$ cat src/design/kvc_pkg.sv
// ----------------------------------------------------------------------------
// kvc_pkg
// Shared constants and types of the keyboard voice channel allocator.
// ----------------------------------------------------------------------------
`timescale 1ns / 1ps
`default_nettype none

package kvc_pkg;

  parameter int unsigned CHANNELS   = 64;
  parameter int unsigned NOTE_COUNT = 120;
  parameter int unsigned IDX_W      = (CHANNELS > 1) ? $clog2(CHANNELS) : 1;

  parameter int unsigned CHAN_W  = 6;
  parameter int unsigned NOTE_W  = 7;
  parameter int unsigned VOL_W   = 8;
  parameter int unsigned INSTR_W = 8;
  parameter int unsigned OP_W    = 2;

  typedef enum logic [OP_W-1:0] {
    OP_PRESS   = 2'd0,
    OP_RELEASE = 2'd1,
    OP_STOP    = 2'd2
  } op_e;

  typedef enum logic [4:0] {
    S_IDLE  = 5'b00001,
    S_PRESS = 5'b00010,
    S_REL   = 5'b00100,
    S_STOP  = 5'b01000,
    S_FLUSH = 5'b10000
  } state_e;

  // one event from the sequencer to the output register
  typedef struct packed {
    logic              valid;
    logic [IDX_W-1:0]  channel;
    logic              is_off;
    logic [NOTE_W-1:0] note;
    logic [VOL_W-1:0]  volume;
    logic              last;
  } evt_t;

endpackage

`default_nettype wire

$ cat src/design/kvc_ram.sv
// ----------------------------------------------------------------------------
// kvc_ram
// Generic single write port, single read port RAM with registered read.
// ----------------------------------------------------------------------------
`timescale 1ns / 1ps
`default_nettype none

module kvc_ram #(
  parameter int unsigned WIDTH = 8,
  parameter int unsigned DEPTH = 64,
  parameter int unsigned AW    = (DEPTH > 1) ? $clog2(DEPTH) : 1
) (
  input  wire logic             clk_i,
  input  wire logic             we_i,
  input  wire logic [AW-1:0]    waddr_i,
  input  wire logic [WIDTH-1:0] wdata_i,
  input  wire logic [AW-1:0]    raddr_i,
  output logic      [WIDTH-1:0] rdata_o
);

  logic [WIDTH-1:0] mem_q [DEPTH];

  always_ff @(posedge clk_i) begin
    if (we_i) begin
      mem_q[waddr_i] <= wdata_i;
    end
    rdata_o <= mem_q[raddr_i];
  end

endmodule

`default_nettype wire

$ cat src/design/kvc_seq.sv
// ----------------------------------------------------------------------------
// kvc_seq
// Channel scan sequencer: occupancy bits, note store and one shared
// index/compare unit walking the channels from the top down.
// ----------------------------------------------------------------------------
`timescale 1ns / 1ps
`default_nettype none

module kvc_seq
  import kvc_pkg::IDX_W, kvc_pkg::NOTE_W, kvc_pkg::VOL_W, kvc_pkg::OP_W,
         kvc_pkg::evt_t;
(
  input  wire logic              clk_i,
  input  wire logic              rst_ni,
  input  wire logic              accept_i,
  input  wire logic [OP_W-1:0]   opcode_i,
  input  wire logic [NOTE_W-1:0] note_i,
  input  wire logic [VOL_W-1:0]  volume_i,
  output logic                   busy_o,
  output evt_t                   evt_o
);
  import kvc_pkg::*;

  localparam logic [IDX_W-1:0] TOP_IDX = IDX_W'(CHANNELS - 1);
  localparam logic [IDX_W-1:0] ZERO_IDX = '0;

  state_e              state_q, state_d;
  logic [CHANNELS-1:0] used_q, used_d;
  logic [IDX_W-1:0]    idx_q, idx_d;
  logic [IDX_W-1:0]    cmp_idx_q, cmp_idx_d;
  logic                cmp_vld_q, cmp_vld_d;
  logic                pend_q, pend_d;
  logic [IDX_W-1:0]    pend_idx_q, pend_idx_d;
  logic [NOTE_W-1:0]   note_q, note_d;
  logic [VOL_W-1:0]    vol_q, vol_d;

  logic                ram_we;
  logic [NOTE_W-1:0]   ram_rdata;
  logic                note_ok;
  evt_t                evt;

  kvc_ram #(
    .WIDTH (NOTE_W),
    .DEPTH (CHANNELS)
  ) u_note_ram (
    .clk_i   (clk_i),
    .we_i    (ram_we),
    .waddr_i (idx_q),
    .wdata_i (note_q),
    .raddr_i (idx_q),
    .rdata_o (ram_rdata)
  );

  assign note_ok = ({1'b0, note_i} < 8'(NOTE_COUNT));

  always_comb begin
    state_d    = state_q;
    used_d     = used_q;
    idx_d      = idx_q;
    cmp_idx_d  = cmp_idx_q;
    cmp_vld_d  = cmp_vld_q;
    pend_d     = pend_q;
    pend_idx_d = pend_idx_q;
    note_d     = note_q;
    vol_d      = vol_q;
    ram_we     = 1'b0;
    evt        = '0;

    case (state_q)
      S_IDLE: begin
        if (accept_i) begin
          note_d    = note_i;
          vol_d     = volume_i;
          idx_d     = TOP_IDX;
          cmp_vld_d = 1'b0;
          pend_d    = 1'b0;
          case (op_e'(opcode_i))
            OP_PRESS:   if (note_ok) state_d = S_PRESS;
            OP_RELEASE: if (note_ok) state_d = S_REL;
            OP_STOP:    state_d = S_STOP;
            default:    state_d = S_IDLE;
          endcase
        end
      end

      S_PRESS: begin
        // channel 0 is taken over when every channel is busy
        if (!used_q[idx_q] || idx_q == ZERO_IDX) begin
          used_d[idx_q] = 1'b1;
          ram_we        = 1'b1;
          evt.valid     = 1'b1;
          evt.channel   = idx_q;
          evt.note      = note_q;
          evt.volume    = vol_q;
          evt.last      = 1'b1;
          state_d       = S_IDLE;
        end else begin
          idx_d = idx_q - 1'b1;
        end
      end

      S_REL: begin
        // read data for the issued index arrives in the cycle after it
        if (cmp_vld_q && used_q[cmp_idx_q] && ram_rdata == note_q) begin
          used_d[cmp_idx_q] = 1'b0;
          evt.valid         = 1'b1;
          evt.channel       = cmp_idx_q;
          evt.is_off        = 1'b1;
          evt.last          = 1'b1;
          state_d           = S_IDLE;
        end else if (cmp_vld_q && cmp_idx_q == ZERO_IDX) begin
          state_d = S_IDLE;
        end else begin
          cmp_idx_d = idx_q;
          cmp_vld_d = 1'b1;
          if (idx_q != ZERO_IDX) begin
            idx_d = idx_q - 1'b1;
          end
        end
      end

      S_STOP: begin
        // hold one found channel back so the final one can carry last
        if (used_q[idx_q]) begin
          used_d[idx_q] = 1'b0;
          pend_d        = 1'b1;
          pend_idx_d    = idx_q;
          if (pend_q) begin
            evt.valid   = 1'b1;
            evt.channel = pend_idx_q;
            evt.is_off  = 1'b1;
          end
        end
        if (idx_q == ZERO_IDX) begin
          state_d = S_FLUSH;
        end else begin
          idx_d = idx_q - 1'b1;
        end
      end

      S_FLUSH: begin
        if (pend_q) begin
          evt.valid   = 1'b1;
          evt.channel = pend_idx_q;
          evt.is_off  = 1'b1;
          evt.last    = 1'b1;
        end
        pend_d  = 1'b0;
        state_d = S_IDLE;
      end

      default: begin
        state_d = S_IDLE;
      end
    endcase
  end

  always_ff @(posedge clk_i or negedge rst_ni) begin
    if (!rst_ni) begin
      state_q   <= S_IDLE;
      used_q    <= '0;
      cmp_vld_q <= 1'b0;
      pend_q    <= 1'b0;
    end else begin
      state_q   <= state_d;
      used_q    <= used_d;
      cmp_vld_q <= cmp_vld_d;
      pend_q    <= pend_d;
    end
  end

  always_ff @(posedge clk_i) begin
    idx_q      <= idx_d;
    cmp_idx_q  <= cmp_idx_d;
    pend_idx_q <= pend_idx_d;
    note_q     <= note_d;
    vol_q      <= vol_d;
  end

  assign busy_o = (state_q != S_IDLE);
  assign evt_o  = evt;

endmodule

`default_nettype wire

$ cat src/design/keyboard_voice_channel_allocator.sv
// ----------------------------------------------------------------------------
// keyboard_voice_channel_allocator
// Polyphonic channel allocator for key press, key release and stop-all.
// ----------------------------------------------------------------------------
// scan: press stops at the first free channel from the top (else channel 0),
//   release at the matching channel; stop-all and an unmatched release after channel 0
// throughput: one command per scan, taken only while not busy; the serial
//   channel scan (one channel per cycle) sets it
// reset: asynchronous, all channels empty, instrument 0, no strobe
// results are strobed for one cycle each; the receiver cannot stall
`timescale 1ns / 1ps
`default_nettype none

module keyboard_voice_channel_allocator
  import kvc_pkg::OP_W, kvc_pkg::NOTE_W, kvc_pkg::VOL_W, kvc_pkg::INSTR_W,
         kvc_pkg::CHAN_W;
(
  input  wire logic               clk_i,
  input  wire logic               rst_ni,
  input  wire logic               start,
  output logic                    busy,
  input  wire logic [OP_W-1:0]    opcode_i,
  input  wire logic [NOTE_W-1:0]  note_i,
  input  wire logic [VOL_W-1:0]   volume_i,
  input  wire logic               cfg_valid_i,
  output logic                    cfg_ready_o,
  input  wire logic [INSTR_W-1:0] cfg_data_i,
  output logic                    valid_o,
  output logic [CHAN_W-1:0]       channel_o,
  output logic                    is_off_o,
  output logic [NOTE_W-1:0]       note_out_o,
  output logic [VOL_W-1:0]        volume_out_o,
  output logic [INSTR_W-1:0]      instrument_out_o,
  output logic                    last_o
);
  import kvc_pkg::*;

  logic               seq_busy;
  evt_t               evt;
  logic [INSTR_W-1:0] instrument_q;
  logic               valid_q;
  logic [CHAN_W-1:0]  channel_q;
  logic               is_off_q;
  logic [NOTE_W-1:0]  note_q;
  logic [VOL_W-1:0]   vol_q;
  logic [INSTR_W-1:0] instr_q;
  logic               last_q;

  kvc_seq u_seq (
    .clk_i    (clk_i),
    .rst_ni   (rst_ni),
    .accept_i (start && !seq_busy),
    .opcode_i (opcode_i),
    .note_i   (note_i),
    .volume_i (volume_i),
    .busy_o   (seq_busy),
    .evt_o    (evt)
  );

  assign cfg_ready_o = 1'b1;

  always_ff @(posedge clk_i or negedge rst_ni) begin
    if (!rst_ni) begin
      instrument_q <= '0;
      valid_q      <= 1'b0;
    end else begin
      if (cfg_valid_i && cfg_ready_o) begin
        instrument_q <= cfg_data_i;
      end
      valid_q <= evt.valid;
    end
  end

  // note-off carries zero note, volume and instrument
  always_ff @(posedge clk_i) begin
    if (evt.valid) begin
      channel_q <= CHAN_W'(evt.channel);
      is_off_q  <= evt.is_off;
      note_q    <= evt.note;
      vol_q     <= evt.volume;
      instr_q   <= evt.is_off ? '0 : instrument_q;
      last_q    <= evt.last;
    end
  end

  assign busy             = seq_busy;
  assign valid_o          = valid_q;
  assign channel_o        = channel_q;
  assign is_off_o         = is_off_q;
  assign note_out_o       = note_q;
  assign volume_out_o     = vol_q;
  assign instrument_out_o = instr_q;
  assign last_o           = last_q;

endmodule

`default_nettype wire

$ cat config.mk
export PLATFORM = sky130hd
export DESIGN_NAME = keyboard_voice_channel_allocator
export DESIGN_NICKNAME = d
export VERILOG_FILES = /design/src/design/kvc_pkg.sv /design/src/design/kvc_ram.sv /design/src/design/kvc_seq.sv /design/src/design/keyboard_voice_channel_allocator.sv
export SDC_FILE = /design/constraint.sdc
export NUM_CORES = 1
export LEC_CHECK = 0
export BUFFER_PORTS_ARGS = -buffer_cell sky130_fd_sc_hd__buf_2
export CAP_MARGIN = 25
export CORE_UTILIZATION = 39
export DETAILED_ROUTE_END_ITERATION = 12
export PLACE_DENSITY = 0.66
export SYNTH_ARGS = -nofsm -noshare
export SYNTH_HDL_FRONTEND = slang
export SYNTH_SLANG_ARGS = --single-unit
$ cat constraint.sdc
create_clock -name clk_i -period 3.15 [get_ports clk_i]
set_input_delay 0 -clock clk_i [delete_from_list [all_inputs] [get_ports clk_i]]
set_output_delay 0 -clock clk_i [all_outputs]
set_load 0.02 [all_outputs]
==> results of run 1 <==
## routing by layer
layer | global-route usage | wire length [um]
met5 | 0 | 0
met4 | 0.0897 | 2980
met3 | 0.0402 | 7460
met2 | 0.356 | 33700
met1 | 0.319 | 29200
## worst paths after layout
kind	end	slack, ps	from	cells past startpoint
worst max-delay path	u_seq.used_q[24]	-30	u_seq.idx_q[1]	12
worst min-delay path	u_seq.vol_q[0]	70	volume_i[0]	2
worst max register to register	u_seq.used_q[24]	-30	u_seq.idx_q[1]	12
worst min register to register	volume_out_o[6]	510	u_seq.vol_q[6]	1
max in group asynchronous	u_seq.state_q[0]	2240	rst_ni	4
min in group asynchronous	instrument_q[4]	290	rst_ni	3
## state kept, by name, indices dropped and copies added (netlist names)
name and flops:
channel_o 6, instrument_out_o 8, instrument_q 8, is_off_o 1, last_o 1, note_out_o 7, u_seq.cmp_idx_q 6, u_seq.cmp_vld_q 1
u_seq.idx_q 6, u_seq.note_q 7, u_seq.pend_idx_q 6, u_seq.pend_q 1, u_seq.state_q 5, u_seq.u_note_ram.mem_q 448, u_seq.u_note_ram.rdata_o 7, u_seq.used_q 64
u_seq.vol_q 8, valid_o 1, volume_out_o 8
## through the flow
stage	util	cell area [sq um]
finish	0.478	29500
global placement	0.437	26900
detailed placement	0.437	26900
global route	0.478	29500
CTS	0.474	29200
floorplan	-	24300
## placed cells by master (no fill, tap or decap), types with 12 or more instances in the layout
| cell type | Yosys | final |
|---|---|---|
| sky130_fd_sc_hd__mux4_2 | 22 | 22 |
| sky130_fd_sc_hd__a22oi_1 | 145 | 144 |
| sky130_fd_sc_hd__a31oi_1 | 84 | 83 |
| sky130_fd_sc_hd__buf_4 | 3 | 186 |
| sky130_fd_sc_hd__nand2_1 | 51 | 51 |
| sky130_fd_sc_hd__clkbuf_1 | 85 | 15 |
| sky130_fd_sc_hd__buf_12 | 0 | 23 |
| sky130_fd_sc_hd__a211oi_1 | 24 | 24 |
| sky130_fd_sc_hd__nor4_1 | 17 | 16 |
| sky130_fd_sc_hd__buf_2 | 19 | 60 |
| sky130_fd_sc_hd__mux2i_1 | 12 | 12 |
| sky130_fd_sc_hd__nor2_1 | 100 | 90 |
| sky130_fd_sc_hd__mux2_2 | 19 | 17 |
| sky130_fd_sc_hd__nand3_1 | 16 | 16 |
| sky130_fd_sc_hd__a22o_1 | 39 | 39 |
| sky130_fd_sc_hd__and2_1 | 31 | 28 |
| sky130_fd_sc_hd__clkbuf_16 | 0 | 62 |
| sky130_fd_sc_hd__dlygate4sd3_1 | 0 | 37 |
| sky130_fd_sc_hd__edfxtp_1 | 512 | 512 |
| sky130_fd_sc_hd__a21oi_1 | 45 | 44 |
| sky130_fd_sc_hd__inv_1 | 13 | 13 |
| sky130_fd_sc_hd__a221oi_1 | 70 | 65 |
| sky130_fd_sc_hd__dfrtp_1 | 79 | 79 |
| sky130_fd_sc_hd__nor3_1 | 51 | 41 |
## repair_timing
item	4_1_cts	5_1_grt
cloned	0	2
hold buffers	36	1
setup buffers	0	9
hold endpoints to repair	122	11
pin swaps	0	5
endpoints found under the setup margin	47	374
resized for setup	8	21
## critical path, stage by stage, from the launching register on
cell                        delay [ps]
sky130_fd_sc_hd__edfxtp_1          460
sky130_fd_sc_hd__buf_12            190
sky130_fd_sc_hd__buf_4             160
sky130_fd_sc_hd__mux4_2            280
sky130_fd_sc_hd__mux2_4            310
sky130_fd_sc_hd__a22oi_2           240
sky130_fd_sc_hd__nand4b_4          170
sky130_fd_sc_hd__buf_6             170
sky130_fd_sc_hd__a211oi_4          360
sky130_fd_sc_hd__buf_6             170
sky130_fd_sc_hd__clkbuf_16         200
sky130_fd_sc_hd__a21oi_1            80
sky130_fd_sc_hd__a221oi_1          250
## final cells by class
class	instances	area, sq um	share of cell area
flip-flops and latches	599	17500	0.595
clock buffers	84	1680	0.0571
multi-input cells	863	6300	0.214
repair buffers	313	2650	0.0900
inverters	15	56.3	0.00191
well taps	837	1050	0.0356
clock inverters	23	203	0.00688
## logic make-up (layout without fill, tap and decap cells)
group,count (synthesis),in the layout,share of synthesized area
AOI/OAI and AO/OA,467,467,0.143
muxes,55,55,0.0352
other,1,1,0.000155
buffers and inverters,146,435,0.0256
DFF,599,599,0.723
xor gates and xnor gates,10,10,0.00362
and+or+nand+nor,328,328,0.0683
adders and majority gates,2,2,0.00103
## power by group through the flow
| stage | logic [W] | registers [W] | clock network (W) |
|---|---|---|---|
| 4_1_cts | 0.00170 | 0.00912 | 0.00694 |
| 2_1_floorplan | 0.000693 | 0.00944 | 0 |
| 3_3_place_gp | 0.00161 | 0.00928 | 0 |
| 5_1_grt | 0.00187 | 0.00913 | 0.00720 |
| 6_report | 0.00178 | 0.00913 | 0.00687 |
| 3_5_place_dp | 0.00164 | 0.00929 | 0 |
==> impl_metrics.tcl, run 1 <==
set metrics [dict create \
    run_status "finished, violations left" \
    violations "negative setup slack" \
    synth_nets 1639 \
    grt_first_pass_wirelength_um 107000 \
    synth-edff-count 512 \
    tritoncts "done" \
    ir_worst_vdd_mv 0.460 \
    report.final.slew_viol_count 0 \
    grt_antenna_before_repair 0 \
    synth.top_cells.by_count "sky130_fd_sc_hd__edfxtp_1, sky130_fd_sc_hd__a22oi_1, sky130_fd_sc_hd__nor2_1" \
    drt_pass1_iterations 6 \
    dp.cells 2578 \
    synth.avg_cell_area_sq_um 15.1 \
    final.min_clock_period_ps 3180 \
    syn-instance-count 1608 \
    asyncSetResetFlopFracSynth 0.134 \
    initial_core_util 0.393 \
    drcViolationCount 0 \
    dpl.hpwl_um 46400 \
    final_layout_size_suffix_gt1_frac 0.238 \
    floorplan.core_area_sq_mm 0.0616 \
    critPathLaunchType "flip-flop" \
    synth_cell_type_count 66 \
    worst_hold_path_type "in -> reg" \
    worstSkewPairLatency_ps 640 \
    critical_path_class "reg -> reg" \
    fp-row-count 91 \
    switching_share 0.242 \
    power_frac_clock 0.386 \
    grt_max_degree 81 \
    drtIter0Drc 2345 \
    synthTopCellsByArea "sky130_fd_sc_hd__edfxtp_1, sky130_fd_sc_hd__dfrtp_1, sky130_fd_sc_hd__a22oi_1, sky130_fd_sc_hd__a221oi_1, sky130_fd_sc_hd__a31oi_1" \
    fin_cells 2734 \
    clock_skew_ps 22.1 \
    routabilityCongestion 0.976 \
    timing.max_cap.violations 0 \
    unrepaired_setup_endpoints_after_global_routing "true" \
    insertedDiodeCount 0 \
    power_frac_seq 0.514 \
    final_antenna_violating_net_count 0 \
    fmax_mhz 315 \
    fin_crit_sh 1.01 \
    grt_overflow 0 \
    fin_setup_tns_ps -31.4 \
    timing.slew.headroom 0.452 \
    die_area_sq_mm 0.0631 \
    finalNetCount 1882 \
    comb_power_share 0.100 \
    ys_dominant_reg_cell "sky130_fd_sc_hd__edfxtp_1" \
    timing.final.hold_violations 0 \
    cts_max_path_buffers 3 \
    cellInternalPower_w 0.0135 \
    total_of_flip_flops_plus_latches_after_synthesis 599 \
    timing.critical_path.to_type "flip-flop" \
    synth_area_leader "sky130_fd_sc_hd__edfxtp_1" \
    hold-worst-slack_ps 66.7 \
    synth.most_common_cell "sky130_fd_sc_hd__edfxtp_1" \
    place.port_buffers 61 \
    die-width_um 251 \
    critPathRequiredTime_ps 3670 \
    worstPathMaxFanout 19 \
    synth-seq-area-share 0.723 \
    power.density_mw_per_mm2 603 \
    routed_wire_length_per_instance_um 26.8 \
    synth_area_sq_mm 0.0242 \
    groute.usage.overall 0.229 \
    via_count 16700 \
    place_worst_setup_slack_ps -110 \
    clk_pin_slew_worst_paths_ps 70 \
    leakagePower_nw 9.96 \
    final_setup_margin_ps -25.2 \
    area.growth.synth_to_final_pct 21.6 \
    wl_um 73300 \
    netSwitchingPower_w 0.00429 \
    num_io_pins 63 \
    worst-slew-pin-transition_ps 822 \
    cp.arrival_ps 3700 \
    numCtsBuffers 59 \
    finalSetupViolCount 2 \
    yosys_warnings 0 \
    fill_cells 5201 \
    finalPower_w 0.0178 \
    vias_in_the_first_global_route 16400 \
    synth.top_cell.area_share 0.635 \
    cts-root-buf "sky130_fd_sc_hd__clkbuf_16" \
    die_height_um 251 \
    htree_levels 2 \
    viasPerCell 6.11 \
    cts.sinks 599 \
]
Power figures use the tool's default switching activity.
==> inputs of run 2 (changes only) <==
--- a/config.mk
+++ b/config.mk
@@ -10,6 +10,7 @@
 export CORE_UTILIZATION = 39
 export DETAILED_ROUTE_END_ITERATION = 12
 export PLACE_DENSITY = 0.66
+export SETUP_SLACK_MARGIN = 0.4
 export SYNTH_ARGS = -nofsm -noshare
 export SYNTH_HDL_FRONTEND = slang
 export SYNTH_SLANG_ARGS = --single-unit
==> run 2 against run 1 <==
Flip-flop and latch count stayed put. The flow now finishes without violations. Sequential share of layout area shrank 4.1 points. First-iteration DRC count decreased by 1.3%.
==> impl_metrics.tcl, run 2 (synthesis gave the netlist of run 1 again) <==
set metrics [dict create \
    run_status "finished, final reports clean" \
    die-width_um 251 \
    cp.arrival_ps 3600 \
    floorplan.core_area_sq_mm 0.0616 \
    cts_max_path_buffers 3 \
    dpl.hpwl_um 48100 \
    worst_hold_path_type "in -> reg" \
    mostFrequentLayoutCell "sky130_fd_sc_hd__edfxtp_1" \
    critical_path_class "reg -> reg" \
    timing.critical_path.to_type "flip-flop" \
    cpMaxStageDelayCell "sky130_fd_sc_hd__mux4_2" \
    fill_cells 4906 \
    critPathMostFrequentCell "sky130_fd_sc_hd__buf_12" \
    cts.sinks 599 \
    timing.max_cap.violations 0 \
    ir_worst_vdd_mv 0.389 \
    num_io_pins 63 \
    fmax_mhz 325 \
    area.growth.synth_to_final_pct 30.7 \
    tritoncts "done" \
    clk_pin_slew_worst_paths_ps 60 \
    drcViolationCount 0 \
    numCtsBuffers 59 \
    hold-worst-slack_ps 82.4 \
    fin_crit_sh 0.976 \
    routabilityCongestion 0.982 \
    leakagePower_nw 11.0 \
    crit_path_cell_trace "buf_12 -> mux4_2 -> mux2i_1 -> nand2b_1 -> and3_1 -> nand4b_4 -> buf_6 -> a211oi_4 -> buf_6 -> buf_12 -> buf_12 -> a31oi_1 -> a211oi_1" \
    finalNetCount 1920 \
    unrepaired_setup_endpoints_after_global_routing "true" \
    insertedDiodeCount 0 \
    report.final.slew_viol_count 0 \
    vias_in_the_first_global_route 16900 \
    cts-root-buf "sky130_fd_sc_hd__clkbuf_16" \
    slowest_delay_ps 510 \
    largest_reg_flops 448 \
    drtIter0Drc 2314 \
    wl_um 77800 \
    worst-slew-pin-transition_ps 901 \
    groute.usage.overall 0.243 \
    final_layout_size_suffix_gt1_frac 0.325 \
    finish.instance_area_sq_mm 0.0317 \
    routed_wire_length_per_instance_um 28.1 \
    largest_registers "u_seq.u_note_ram.mem_q: 448 flops, u_seq.used_q: 64 flops" \
    drt_pass1_iterations 5 \
    ff2ff_path_depth 13 \
    fp-row-count 91 \
    whs_path_depth 2 \
    grt_antenna_before_repair 0 \
    worstPathMaxFanout 9 \
    clock_skew_ps 25.8 \
    power.density_mw_per_mm2 582 \
    htree_levels 2 \
    placed_area_sq_mm 0.0272 \
    place.port_buffers 61 \
    worstSkewPairLatency_ps 640 \
    regMostFlops "u_seq.u_note_ram.mem_q" \
    final_antenna_violating_net_count 0 \
    viasPerCell 6.23 \
    grt_overflow 0 \
    grt_first_pass_wirelength_um 114000 \
    grt_max_degree 73 \
    critPathRequiredTime_ps 3680 \
    critPathLaunchType "flip-flop" \
    via_count 17300 \
    final.min_clock_period_ps 3070 \
    die_area_sq_mm 0.0631 \
    timing.slew.headroom 0.394 \
    top_library_cells_by_usage_in_the_layout_fill_and_taps_aside "sky130_fd_sc_hd__edfxtp_1, sky130_fd_sc_hd__buf_4, sky130_fd_sc_hd__a22oi_1" \
    fin_setup_tns_ps 0 \
    die_height_um 251 \
    finalPower_w 0.0184 \
    initial_core_util 0.393 \
    timing.final.hold_violations 0 \
    finalSetupViolCount 0 \
]
[run 2: changes by cell type in the layout (fill, tap and decap cells not counted), moves of 26 or more]
cell / delta
sky130_fd_sc_hd__buf_4: -40
sky130_fd_sc_hd__buf_12: +26
sky130_fd_sc_hd__nor3_1: -28
sky130_fd_sc_hd__buf_6: +34
sky130_fd_sc_hd__nor3_4: +36
sky130_fd_sc_hd__nor2_4: +27
[run 2: final timing paths]
path                       slack [ps]           start                to
setup / recovery                   80  u_seq.idx_q[0]  u_seq.used_q[41]
hold / removal                     80     volume_i[1]    u_seq.vol_q[1]
setup reg to reg                   80  u_seq.idx_q[0]  u_seq.used_q[41]
hold reg to reg                   520  u_seq.vol_q[6]   volume_out_o[6]
max in group asynchronous        2130          rst_ni  u_seq.used_q[31]
min in group asynchronous         410          rst_ni   instrument_q[3]
[run 2: area by class of cell]
cell class,instances,area (sq um),share of cell area
Inverter,15,62.6,0.00198
Tap cell,837,1050,0.0331
Clock buffer,69,1540,0.0488
Timing Repair Buffer,347,3590,0.114
Multi-Input combinational cell,867,7510,0.237
Sequential cell,599,17500,0.553
Clock inverter,37,380,0.0120
[run 2: power breakdown]
part	switching (W)	internal, W
combinational	0.00142	0.000764
sequential	0.0000851	0.00904
clock	0.00303	0.00407
[run 2: critical path: cells and delay by family (launching register included)]
family                 cells  cell delay, ps
DFF                        1             410
buffers and inverters      5             800
muxes                      2             640
and+or+nand+nor            3             530
AOI/OAI and AO/OA          3             580
[run 2: per-layer routing]
metal | vias to the layer above | part of all wire | track usage
li1 | 7129 | - | -
met1 | 8816 | 0.38 | 0.330
met2 | 1107 | 0.47 | 0.381
met3 | 207 | 0.099 | 0.0479
met4 | 0 | 0.044 | 0.103
met5 | - | 0 | 0
[run 2: per-stage QoR]
step | worst slack, ps | utilization | instances
final | 77.0 | 0.514 | 2771
after CTS | 95.5 | 0.499 | 2751
after global placement | -123 | 0.442 | 2530
after global routing | 19.3 | 0.514 | 2771
after floorplan | 301 | - | 1608
after detailed placement | -159 | 0.442 | 2530
[run 2: timing repair]
| action | 4_1_cts | 5_1_grt |
|---|---|---|
| endpoints found under the setup margin | 596 | 604 |
| pin swaps | 53 | 56 |
| hold buffers | 36 | 1 |
| buffers inserted | 70 | 9 |
| gates cloned | 9 | 9 |
| resized for setup | 71 | 104 |
| endpoints found under the hold margin | 115 | 29 |
